<file path="src/rtl/cmas_pkg.sv">
// ----------------------------------------------------------------------------
// cmas_pkg
// Shared types and constants of the centered moving average smoother.
// ----------------------------------------------------------------------------
package cmas_pkg;

  localparam int SPAN_W  = 6;
  localparam int LEN_W   = 16;
  localparam int POS_W   = LEN_W + 2;   // signed position math, holds len - 1 - c
  localparam int CFG_W   = LEN_W;
  localparam int CFG_IDX_W = 1;

  localparam logic [SPAN_W-1:0] SPAN_RST = SPAN_W'(5);
  localparam logic [LEN_W-1:0]  LEN_RST  = LEN_W'(256);

  typedef enum logic [CFG_IDX_W-1:0] {
    REG_SPAN          = 1'b0,
    REG_COLUMN_LENGTH = 1'b1
  } cfg_reg_t;

  typedef enum logic [4:0] {
    S_IDLE = 5'b00001,
    S_JOB  = 5'b00010,
    S_SUM  = 5'b00100,
    S_DIV  = 5'b01000,
    S_EMIT = 5'b10000
  } cmas_state_t;

endpackage

</file>
<file path="src/rtl/centered_moving_average_smoother_unit.sv">
// ----------------------------------------------------------------------------
// centered_moving_average_smoother_unit
// Centered moving average over a column of samples, window shrinking
// symmetrically at both column ends, rounded mean via a serial divider.
// ----------------------------------------------------------------------------
// Usage:
//   in_*  : one sample per item (valid/ready). in_ready is high only while
//           the unit is idle; each item is fully processed before the next.
//   out_* : smoothed sample, end_of_column mark and bad_span flag
//           (valid/ready). Results sit in an output register, so a stalled
//           receiver holds only the final emit step of the next result.
//   cfg_* : write port, index 0 = span, index 1 = column_length; write only
//           while idle.
// Flow: each mean of radius r first sets up the window, then reads and
//   sums its 2r+1 samples from the sample memory (one read port), then
//   runs the bit-serial divider and finally emits. A column end produces
//   up to half+1 results back to back from one item. A bad span result
//   skips the sum and the divider and goes straight to the emit step.
// Reset: span = 5, column_length = 256, position 0, output empty. The
//   sample memory is not cleared; only entries of the current column are
//   ever read.
// ----------------------------------------------------------------------------
module centered_moving_average_smoother_unit #(
  parameter int MAX_HALF_WIDTH = 15,
  parameter int SAMPLE_BITS    = 16
) (
  input  logic                                clk,
  input  logic                                rst_n,
  input  logic                                in_valid,
  output logic                                in_ready,
  input  logic signed [SAMPLE_BITS-1:0]       in_sample,
  output logic                                out_valid,
  input  logic                                out_ready,
  output logic signed [SAMPLE_BITS-1:0]       out_smoothed,
  output logic                                out_end_of_column,
  output logic                                out_bad_span,
  input  logic                                cfg_wr_en,
  input  logic [cmas_pkg::CFG_IDX_W-1:0]      cfg_index,
  input  logic [cmas_pkg::CFG_W-1:0]          cfg_wdata
);
  import cmas_pkg::*;

  localparam int DEPTH = 2 * MAX_HALF_WIDTH + 1;
  localparam int AW    = $clog2(DEPTH);
  localparam int RW    = $clog2(MAX_HALF_WIDTH + 1);
  localparam int NW    = $clog2(DEPTH + 1);
  localparam int SW    = SAMPLE_BITS + AW;          // window sum width
  localparam int DW    = SW;                        // dividend width
  localparam int CW    = $clog2(DW + 1);
  localparam int HW    = 7;                         // holds span-derived half width
  localparam logic [HW-1:0] MHW_H = HW'(MAX_HALF_WIDTH);
  localparam logic [AW-1:0] LAST_ADDR = AW'(DEPTH - 1);

  // configuration
  logic [SPAN_W-1:0] span_r;
  logic [LEN_W-1:0]  len_r;

  always_ff @(posedge clk) begin
    if (!rst_n) begin
      span_r <= SPAN_RST;
      len_r  <= LEN_RST;
    end else if (cfg_wr_en) begin
      case (cfg_reg_t'(cfg_index))
        REG_SPAN:          span_r <= cfg_wdata[SPAN_W-1:0];
        REG_COLUMN_LENGTH: len_r  <= cfg_wdata[LEN_W-1:0];
        default:           ;
      endcase
    end
  end

  // derived configuration
  logic [LEN_W:0]  len_ext;
  logic [HW-1:0]   h_raw;
  logic [RW-1:0]   half;
  logic            span_bad;

  assign len_ext  = (len_r == '0) ? {1'b1, {LEN_W{1'b0}}} : {1'b0, len_r};
  assign h_raw    = (span_r == '0) ? '0 : HW'((span_r - SPAN_W'(1)) >> 1);
  assign half     = (h_raw > MHW_H) ? RW'(MAX_HALF_WIDTH) : RW'(h_raw);
  assign span_bad = {{(LEN_W + 1 - SPAN_W){1'b0}}, span_r} > len_ext;

  // state
  cmas_state_t state_r, state_nxt;
  logic [LEN_W-1:0]  pos_r;          // index of next sample in column
  logic [LEN_W-1:0]  job_pos_r;      // position of the item being worked
  logic              job_last_r;
  logic [AW-1:0]     wp_r;           // next write address
  logic [AW-1:0]     newest_r;       // address of the newest sample
  logic [RW-1:0]     d_r;            // distance of the centered sample
  logic [NW-1:0]     n_r;            // window size 2r+1
  logic [NW-1:0]     left_r;         // reads still to issue
  logic [AW-1:0]     addr_r;
  logic              take_r;         // read data valid this cycle
  logic signed [SAMPLE_BITS-1:0] rd_data_r;
  logic signed [SW-1:0] sum_r;
  logic [DW-1:0]     quo_r;
  logic [NW-1:0]     rem_r;
  logic              neg_r;
  logic [CW-1:0]     div_cnt_r;
  logic              job_bad_r;
  logic              out_valid_r;
  logic signed [SAMPLE_BITS-1:0] out_smoothed_r;
  logic              out_eoc_r;
  logic              out_bad_r;

  logic signed [SAMPLE_BITS-1:0] mem [DEPTH];

  // accept-time decisions
  logic             accept;
  logic             last;
  logic             reach_half;

  assign accept     = in_valid && in_ready;
  assign last       = ({1'b0, pos_r} + (LEN_W + 1)'(1)) >= len_ext;
  assign reach_half = pos_r >= LEN_W'(half);

  // window radius: min(h, c, len-1-c, d), floored at 0
  logic signed [POS_W-1:0] c_s, e_s, r_s, m1_s, m2_s;
  logic [RW-1:0]           radius;
  logic [AW:0]             base_s;
  logic [AW-1:0]           base_addr;

  always_comb begin
    c_s  = POS_W'($signed({2'b00, job_pos_r})) - POS_W'($signed({1'b0, d_r}));
    e_s  = POS_W'($signed({1'b0, len_ext})) - POS_W'(1) - c_s;
    m1_s = (c_s < POS_W'($signed({1'b0, half}))) ? c_s : POS_W'($signed({1'b0, half}));
    m2_s = (e_s < m1_s) ? e_s : m1_s;
    r_s  = (POS_W'($signed({1'b0, d_r})) < m2_s) ? POS_W'($signed({1'b0, d_r})) : m2_s;
    radius = (r_s < 0) ? '0 : RW'(r_s);
    // oldest entry of the window: newest - (d + r), modulo DEPTH
    base_s = {1'b0, newest_r} - ((AW + 1)'(d_r) + (AW + 1)'(radius));
    base_addr = base_s[AW] ? AW'(base_s + (AW + 1)'(DEPTH)) : base_s[AW-1:0];
  end

  // divider step
  logic [NW:0]   rem_sh;
  logic          q_bit;
  logic [SW-1:0] sum_mag;
  logic [DW-1:0] quo_signed;

  assign rem_sh     = {rem_r, quo_r[DW-1]};
  assign q_bit      = rem_sh >= {1'b0, n_r};
  assign sum_mag    = sum_r[SW-1] ? SW'(-sum_r) : SW'(sum_r);
  assign quo_signed = neg_r ? DW'(0) - quo_r : quo_r;

  logic out_free;
  logic more_jobs;
  assign out_free  = !out_valid_r || out_ready;
  assign more_jobs = job_last_r && !job_bad_r && (d_r != '0);

  always_comb begin
    state_nxt = state_r;
    case (state_r)
      S_IDLE: begin
        if (accept) begin
          if (span_bad)                state_nxt = S_EMIT;
          else if (reach_half || last) state_nxt = S_JOB;
        end
      end
      S_JOB:  state_nxt = S_SUM;
      S_SUM:  if (left_r == '0 && !take_r) state_nxt = S_DIV;
      S_DIV:  if (div_cnt_r == CW'(DW - 1)) state_nxt = S_EMIT;
      S_EMIT: if (out_free) state_nxt = more_jobs ? S_JOB : S_IDLE;
      default: state_nxt = S_IDLE;
    endcase
  end

  assign in_ready = (state_r == S_IDLE);

  // control registers
  always_ff @(posedge clk) begin
    if (!rst_n) begin
      state_r     <= S_IDLE;
      pos_r       <= '0;
      wp_r        <= '0;
      take_r      <= 1'b0;
      out_valid_r <= 1'b0;
    end else begin
      state_r <= state_nxt;
      take_r  <= (state_r == S_SUM) && (left_r != '0);
      if (accept) begin
        pos_r <= last ? '0 : pos_r + LEN_W'(1);
        wp_r  <= (wp_r == LAST_ADDR) ? '0 : wp_r + AW'(1);
      end
      if (state_r == S_EMIT && out_free) out_valid_r <= 1'b1;
      else if (out_ready)                out_valid_r <= 1'b0;
    end
  end

  // sample memory, one write and one registered read port
  always_ff @(posedge clk) begin
    if (accept) mem[wp_r] <= in_sample;
    rd_data_r <= mem[addr_r];
  end

  // datapath
  always_ff @(posedge clk) begin
    case (state_r)
      S_IDLE: begin
        if (accept) begin
          newest_r   <= wp_r;
          job_pos_r  <= pos_r;
          job_last_r <= last;
          job_bad_r  <= span_bad;
          d_r        <= reach_half ? half : RW'(pos_r);
        end
      end
      S_JOB: begin
        n_r    <= NW'({radius, 1'b1});
        left_r <= NW'({radius, 1'b1});
        addr_r <= base_addr;
        sum_r  <= '0;
      end
      S_SUM: begin
        if (left_r != '0) begin
          left_r <= left_r - NW'(1);
          addr_r <= (addr_r == LAST_ADDR) ? '0 : addr_r + AW'(1);
        end
        if (take_r) sum_r <= sum_r + SW'(rd_data_r);
        // round half away from zero: (|s| + n/2) / n
        quo_r     <= DW'(sum_mag) + DW'(n_r >> 1);
        neg_r     <= sum_r[SW-1];
        rem_r     <= '0;
        div_cnt_r <= '0;
      end
      S_DIV: begin
        quo_r     <= {quo_r[DW-2:0], q_bit};
        rem_r     <= q_bit ? NW'(rem_sh - {1'b0, n_r}) : NW'(rem_sh);
        div_cnt_r <= div_cnt_r + CW'(1);
      end
      S_EMIT: begin
        if (out_free) begin
          out_smoothed_r <= job_bad_r ? '0 : quo_signed[SAMPLE_BITS-1:0];
          out_eoc_r      <= job_last_r && (job_bad_r || d_r == '0);
          out_bad_r      <= job_bad_r;
          if (more_jobs) d_r <= d_r - RW'(1);
        end
      end
      default: ;
    endcase
  end

  assign out_valid         = out_valid_r;
  assign out_smoothed      = out_smoothed_r;
  assign out_end_of_column = out_eoc_r;
  assign out_bad_span      = out_bad_r;

endmodule
</file>
<file path="config.mk">
export PLATFORM = sky130hd
export DESIGN_NAME = centered_moving_average_smoother_unit
export DESIGN_NICKNAME = d
export VERILOG_FILES = /design/src/rtl/cmas_pkg.sv /design/src/rtl/centered_moving_average_smoother_unit.sv
export SDC_FILE = /design/constraint.sdc
export NUM_CORES = 1
export LEC_CHECK = 0
export BUFFER_PORTS_ARGS = -buffer_cell sky130_fd_sc_hd__buf_2
export CAP_MARGIN = 20
export CORE_ASPECT_RATIO = 0.75
export CORE_MARGIN = 1
export CORE_UTILIZATION = 35
export CTS_CLUSTER_DIAMETER = 200
export DETAILED_ROUTE_END_ITERATION = 6
export GPL_TIMING_DRIVEN = 0
export PLACE_DENSITY = 0.56
export RECOVER_POWER = 100
export SLEW_MARGIN = 20
export SYNTH_ARGS = -nofsm -noshare
export SYNTH_HDL_FRONTEND = slang
export SYNTH_SLANG_ARGS = --single-unit
</file>
<file path="constraint.sdc">
create_clock -name clk -period 11.8 [get_ports clk]
set_clock_uncertainty 0.1 [all_clocks]
set_input_delay 1.77 -clock clk [delete_from_list [all_inputs] [get_ports clk]]
set_output_delay 1.77 -clock clk [all_outputs]
set_load 0.005 [all_outputs]
</file>
==> impl_metrics.ini, run 1 <==
[run_status]
outcome = finished, violations left
violations = max-capacitance violations, max-slew violations

[clock_network]
clock_sinks = 674
cts.clk_slew.worst_paths_ps = 60
clockBufferDepth = 3
clock_latency_ps = 630
root_buffer = clkbuf_16
cts_inserted_buffers = 68
cts_tree = yes
ctsHoldBuffers = 0
htreeDepth = 3

[critical_path]
cp-end-kind = flip-flop
required_ps = 12060
critPathSlowestCell = fa_1
critical_path_arrival_ps = 11310
cp_max_fo = 7
startpoint_type = flip-flop
worstSetupPathType = reg2reg
slowest_delay_ps = 510

[power_and_ir_drop]
power.leakage_nw = 12.0
cellPowerDensity_nw_per_um2 = 196
irDropWorstVdd_mv = 0.173

[logic_synthesis]
synth-edff-count = 608
synth-async-reset-ratio = 0
yosys.cell_types.count = 77
synth_seq_cells = 674
synthFlopType = edfxtp_1
synth_warnings = 0
synth_area_per_cell_sq_um = 14.7
syn_area_sq_um = 31600
syn_inst = 2153
syn-num-nets = 2323
seq_area_frac_synth = 0.620

[drt]
drt_iter0_drc = 1850
ant_nets = 0
drt_first_pass_iters = 5
via_count = 18900
drc = 0
wirelength_mm = 78.6
vias_per_cell = 5.27
wl_per_cell_microns = 21.9

[die]
start_util = 0.353
die_area_sq_um = 91500
design.core.area_sq_um = 89500
die_w_microns = 349
ios = 58
num_rows = 95
die_h_microns = 262

[global_route]
grt_pass1_vias = 19000
grt_max_degree = 33
antenna_found_initial = 6
grt_util_all_layers = 0.174
grt_pass1_wl_mm = 119
overflow = 0

[final_layout]
antenna_cells = 0
nNetsFinal = 2486
fillers = 8276
syn_to_final_growth_pct = 13.0
fin_area_sq_um = 35700
drive_gt1_frac = 0.139
post-route-util = 0.399

[worst_hold_path]
timing.hold.worst.class = reg2reg

[sta]
rsz0062_at_grt = no
setup_tns_ps = 0
worst_pin_slew_ps = 1830
setup_viol = 0
fmax_ghz = 0.0904
finalHoldViolations = 0
slew_viol_final = 459
slew_headroom = -0.217
post-route-period-util = 0.937
fin_crit_ps = 11060

[place]
numPortBuffers = 56
dp_hpwl_mm = 56.7
placed_cell_area_sq_um = 33900
gp_congestion = 0.870

[run]
drv_cap = 15
-- sequential cells by signal (all words and copies together), names as in the netlist, 6 cells and up --
signal / count
job_pos_r: 16
len_r: 16
mem: 496
out_smoothed: 16
pos_r: 16
quo_r: 21
rd_data_r: 16
span_r: 6
sum_r: 21
-- path summary, 6_finish.rpt --
kind                      from            to  slack [ps]  depth (start not counted)
setup / recovery  job_pos_r[0]     addr_r[4]         740                         46
hold / removal        pos_r[2]  job_pos_r[2]         330                          0
setup reg to reg  job_pos_r[0]     addr_r[4]         740                         46
hold reg to reg       pos_r[2]  job_pos_r[2]         330                          0
-- metrics by stage --
stage          std cells  setup WS [ps]  hold slack [ps]  total power [mW]
3_3_place_gp        3421            262              315              4.78
2_1_floorplan       2153           1850              306              4.29
3_5_place_dp        3454            250              314              4.86
4_1_cts             3579            177              331              7.01
6_report            3583            742              331              6.98
5_1_grt             3583           23.8              348              7.36
-- cell type report --
class                   instances  area, sq um  area share
plain buffers                  92          348     0.00974
repair buffers                 94          395      0.0111
inverters                      83          312     0.00873
clock buffers                  86         1830      0.0513
well taps                    1212         1520      0.0425
flip-flops and latches        674        19600       0.548
clock inverters                39          340     0.00953
multi-input cells            1303        11400       0.319
-- report_power, final --
part           total [mW]  internal (mW)  switching [mW]
clock                2.13           1.18           0.948
sequential           2.83           2.77          0.0676
combinational        2.02          0.840            1.18
-- placed cells by master, fill, tap and decap left out, types with 18 or more instances in the layout --
| cell | instances |
|---|---|
| a21boi_0 | 27 |
| a21o_1 | 29 |
| a21oi_1 | 75 |
| buf_2 | 23 |
| clkbuf_1 | 166 |
| clkbuf_16 | 70 |
| dfxtp_1 | 66 |
| edfxtp_1 | 608 |
| ha_1 | 121 |
| inv_1 | 81 |
| mux2i_1 | 29 |
| mux4_2 | 144 |
| nand2_1 | 134 |
| nand2b_1 | 18 |
| nand3_1 | 34 |
| nor2_1 | 148 |
| nor2b_1 | 27 |
| nor3_1 | 38 |
| o21ai_0 | 78 |
| or2_2 | 22 |
| xnor2_1 | 71 |
| xor2_1 | 58 |
-- what timing repair did --
action	in CTS	in global routing
setup endpoints to repair	0	5
resized for setup	0	16
setup buffers	0	5
-- cells in the mapped netlist (all sizes together), types with 24 or more instances --
cell type,n,area [sq um]
edfxtp,608,18300
clkbuf,78,293
nand3,34,170
nand2,136,513
dfxtp,66,1320
mux4,144,3240
inv,81,304
xnor2,72,631
or2,24,150
a21o,29,218
ha,123,1540
nor2,148,556
a21oi,77,389
nor3,39,205
o21ai,79,395
xor2,60,533
mux2i,30,300
nor2b,28,175
a21boi,27,203
-- kinds of logic (layout without fill, tap and decap cells) --
group | count (synthesis) | in the layout | share of synthesized area
mux | 196 | 196 | 0.120
buf+inv | 176 | 394 | 0.0210
xor+xnor | 132 | 132 | 0.0368
simple gates | 524 | 524 | 0.0820
fa+ha+maj | 134 | 134 | 0.0551
compound gates | 317 | 317 | 0.0654
flops | 674 | 674 | 0.620
-- worst max-delay path: cells and delay by family, from the launching register on --
| kind | cells | cell delay (ps) |
|---|---|---|
| buf+inv | 4 | 250 |
| xor+xnor | 3 | 600 |
| fa+ha+maj | 8 | 2560 |
| mux | 1 | 380 |
| simple gates | 11 | 2610 |
| flops | 1 | 350 |
| compound gates | 19 | 3940 |
-- metal layers --
layer,share of wire,track usage,wire [microns],up-vias
met2,0.42,0.255,33200,588
met5,0,0,0,-
met3,0.069,0.0323,5440,107
li1,-,-,-,8605
met4,0.023,0.0462,1770,0
met1,0.49,0.262,38200,9570
Note: power is estimated with default switching activity, not from simulation.
==> run 2: changes to the inputs <==
--- a/config.mk
+++ b/config.mk
@@ -7,2 +7,3 @@
 export LEC_CHECK = 0
+export ABC_AREA = 1
 export BUFFER_PORTS_ARGS = -buffer_cell sky130_fd_sc_hd__buf_2
@@ -15,3 +16,3 @@
 export GPL_TIMING_DRIVEN = 0
-export PLACE_DENSITY = 0.56
+export PLACE_DENSITY = 0.55
 export RECOVER_POWER = 100
==> constraint.sdc (replaced) <==
create_clock -name clk -period 11.8 [get_ports clk]
set_clock_uncertainty 0.1 [all_clocks]
set_input_delay 0.59 -clock clk [delete_from_list [all_inputs] [get_ports clk]]
set_output_delay 0.59 -clock clk [all_outputs]
set_load 0.005 [all_outputs]
==> impl_metrics.ini, run 2 <==
[run_status]
outcome = finished, violations left
violations = max-capacitance violations, max-slew violations

[critical_path]
r2r_start = span_r[0]
startpoint_type = flip-flop
cp-end-kind = flip-flop
startpoint = span_r[0]
critPathSlowestCell = fa_1
cp_max_fo = 10
worstSetupPathType = reg2reg
slowest_delay_ps = 470
path_common_cell = nand2_1
critical_path_arrival_ps = 10140
required_ps = 12040

[final_layout]
fin_area_sq_um = 36200
drive_gt1_frac = 0.0492
largest_reg_flops = 496
top_register = mem
layout_common_cells = 608 x edfxtp_1, 394 x nor2_1, 359 x nand2_1
antenna_cells = 0
finalNonFillerCells = 4442
syn_to_final_growth_pct = 12.9
fillers = 8850
nNetsFinal = 3342
post-route-util = 0.401
top_regs = mem (496), quo_r (21), sum_r (21)
mostFrequentLayoutCell = edfxtp_1

[logic_synthesis]
yosys.area.top_type = edfxtp_1
synth_most_common_cell = edfxtp_1
synth-async-reset-ratio = 0
synth_commonest_cells = 608 x edfxtp_1, 388 x nor2_1, 356 x nand2_1, 350 x o21ai_0, 249 x inv_1
syn_area_sq_um = 32000
syn_inst = 3008
seq_area_frac_synth = 0.611
synthFlopType = edfxtp_1
yosys.cell_types.count = 60
synth_warnings = 0
synth_area_per_cell_sq_um = 10.7
synth_seq_cells = 674
synth_top_area_share = 0.570
synthTopCellsByArea = edfxtp_1 57%, o21ai_0 5.5%, ha_1 4.8%
synth-edff-count = 608
syn-num-nets = 3178

[clock_network]
clock_latency_ps = 640
cts_setup_buffers = 0
clockBufferDepth = 3
root_buffer = clkbuf_16
cts_tree = yes
ctsHoldBuffers = 0
cts_resized = 0
cts_inserted_buffers = 73
cts.clk_slew.worst_paths_ps = 60
clock_sinks = 674
htreeDepth = 3

[die]
die_w_microns = 351
design.core.area_sq_um = 90100
start_util = 0.356
die_area_sq_um = 92800
num_rows = 95
ios = 58
die_h_microns = 264

[place]
gp_congestion = 0.984
post-place-cells = 4309
numPortBuffers = 57
dp_hpwl_mm = 65.5
placed_cell_area_sq_um = 34300

[worst_hold_path]
timing.hold.worst.class = in2reg
hold_path_startpoint = cfg_wdata[8]

[run]
drv_cap = 15

[drt]
drt_first_pass_iters = 6
wirelength_mm = 92.9
vias_per_cell = 5.25
drc = 0
ant_nets = 0
via_count = 23300
wl_per_cell_microns = 20.9
drt_iter0_drc = 2600

[sta]
setup_tns_ps = 0
fin_crit_ps = 9900
slew_headroom = -0.390
setup_viol = 0
rsz0062_at_grt = no
finalHoldViolations = 0
post-route-period-util = 0.839
slew_viol_final = 465
worst_pin_slew_ps = 2080
fmax_ghz = 0.101

[global_route]
grt_util_all_layers = 0.199
overflow = 0
grt_pass1_vias = 21600
antenna_found_initial = 7
grt_pass1_wl_mm = 138
grt_max_degree = 33

[power_and_ir_drop]
cellPowerDensity_nw_per_um2 = 207
irDropWorstVdd_mv = 0.145
p_switching_mw = 2.62
p_sw_frac = 0.350
p_seq_frac = 0.386
internal_power_mw = 4.86
clkPwrFrac = 0.305
power.leakage_nw = 12.9
pwr-share-comb = 0.309
run 2: changes by cell type in the layout (fill, tap and decap cells not counted), moves of 29 or more:
cell / delta
a21oi_1: +64
clkbuf_1: +51
inv_1: +168
mux2i_1: -29
mux4_2: -144
nand2_1: +225
nand3_1: +97
nor2_1: +246
o211ai_1: +36
o21ai_0: +275
o221ai_1: +47
o22ai_1: +67
xnor2_1: -49
run 2: per-stage QoR:
stage               hold WS (ps)  setup slack, ps  total power [mW]
CTS                         65.9             2310              7.53
floorplan                    306             3780              4.53
global placement             324             2370              5.20
detailed placement           328             2320              5.25
global route                81.2              844              7.93
finish                      94.6             1900              7.48
run 2: layer usage:
layer / vias up / GRT usage / part of all wire
met3: 161 / 0.0496 / 0.091
met5: - / 0 / 0.00073
met1: 11200 / 0.303 / 0.48
met4: 10 / 0.0598 / 0.026
met2: 848 / 0.274 / 0.40
li1: 11100 / - / -
run 2: final timing paths:
check,end,slack (ps),cells after the start
worst max-delay path,addr_r[4],1900,50
worst min-delay path,len_r[8],90,3
worst max register to register,addr_r[4],1900,50
worst min register to register,newest_r[3],340,0
run 2: cell type report:
type,count,area (sq um),share of cell area
tap,1212,1520,0.0419
buffer,142,538,0.0149
inverter,259,972,0.0269
clock inverter,42,414,0.0115
multi-input combinational,1933,10800,0.300
clock buffer,91,1940,0.0536
timing repair buffer,89,363,0.0100
sequential,674,19600,0.541
run 2: critical path: cells and delay by family, from the launching register on:
kind / cells / cell delay, ps
and+or+nand+nor: 22 / 3130
adders and majority gates: 8 / 2540
AOI/OAI and AO/OA: 10 / 1750
buffers and inverters: 9 / 1670
DFF: 1 / 290
xor gates and xnor gates: 1 / 130
run 2: kinds of logic after synthesis:
logic type | after synthesis | share of synthesized area
xor+xnor | 81 | 0.0247
flops | 674 | 0.611
buf+inv | 401 | 0.0475
simple gates | 998 | 0.133
compound gates | 722 | 0.130
fa+ha+maj | 132 | 0.0537
run 2: power by group through the flow:
stage	Combinational, mW	Sequential, mW	Clock (mW)
after global routing	2.61	2.91	2.41
after floorplan	1.62	2.90	0
after CTS	2.32	2.89	2.32
after global placement	2.26	2.94	0
final	2.31	2.89	2.28
after detailed placement	2.31	2.94	0
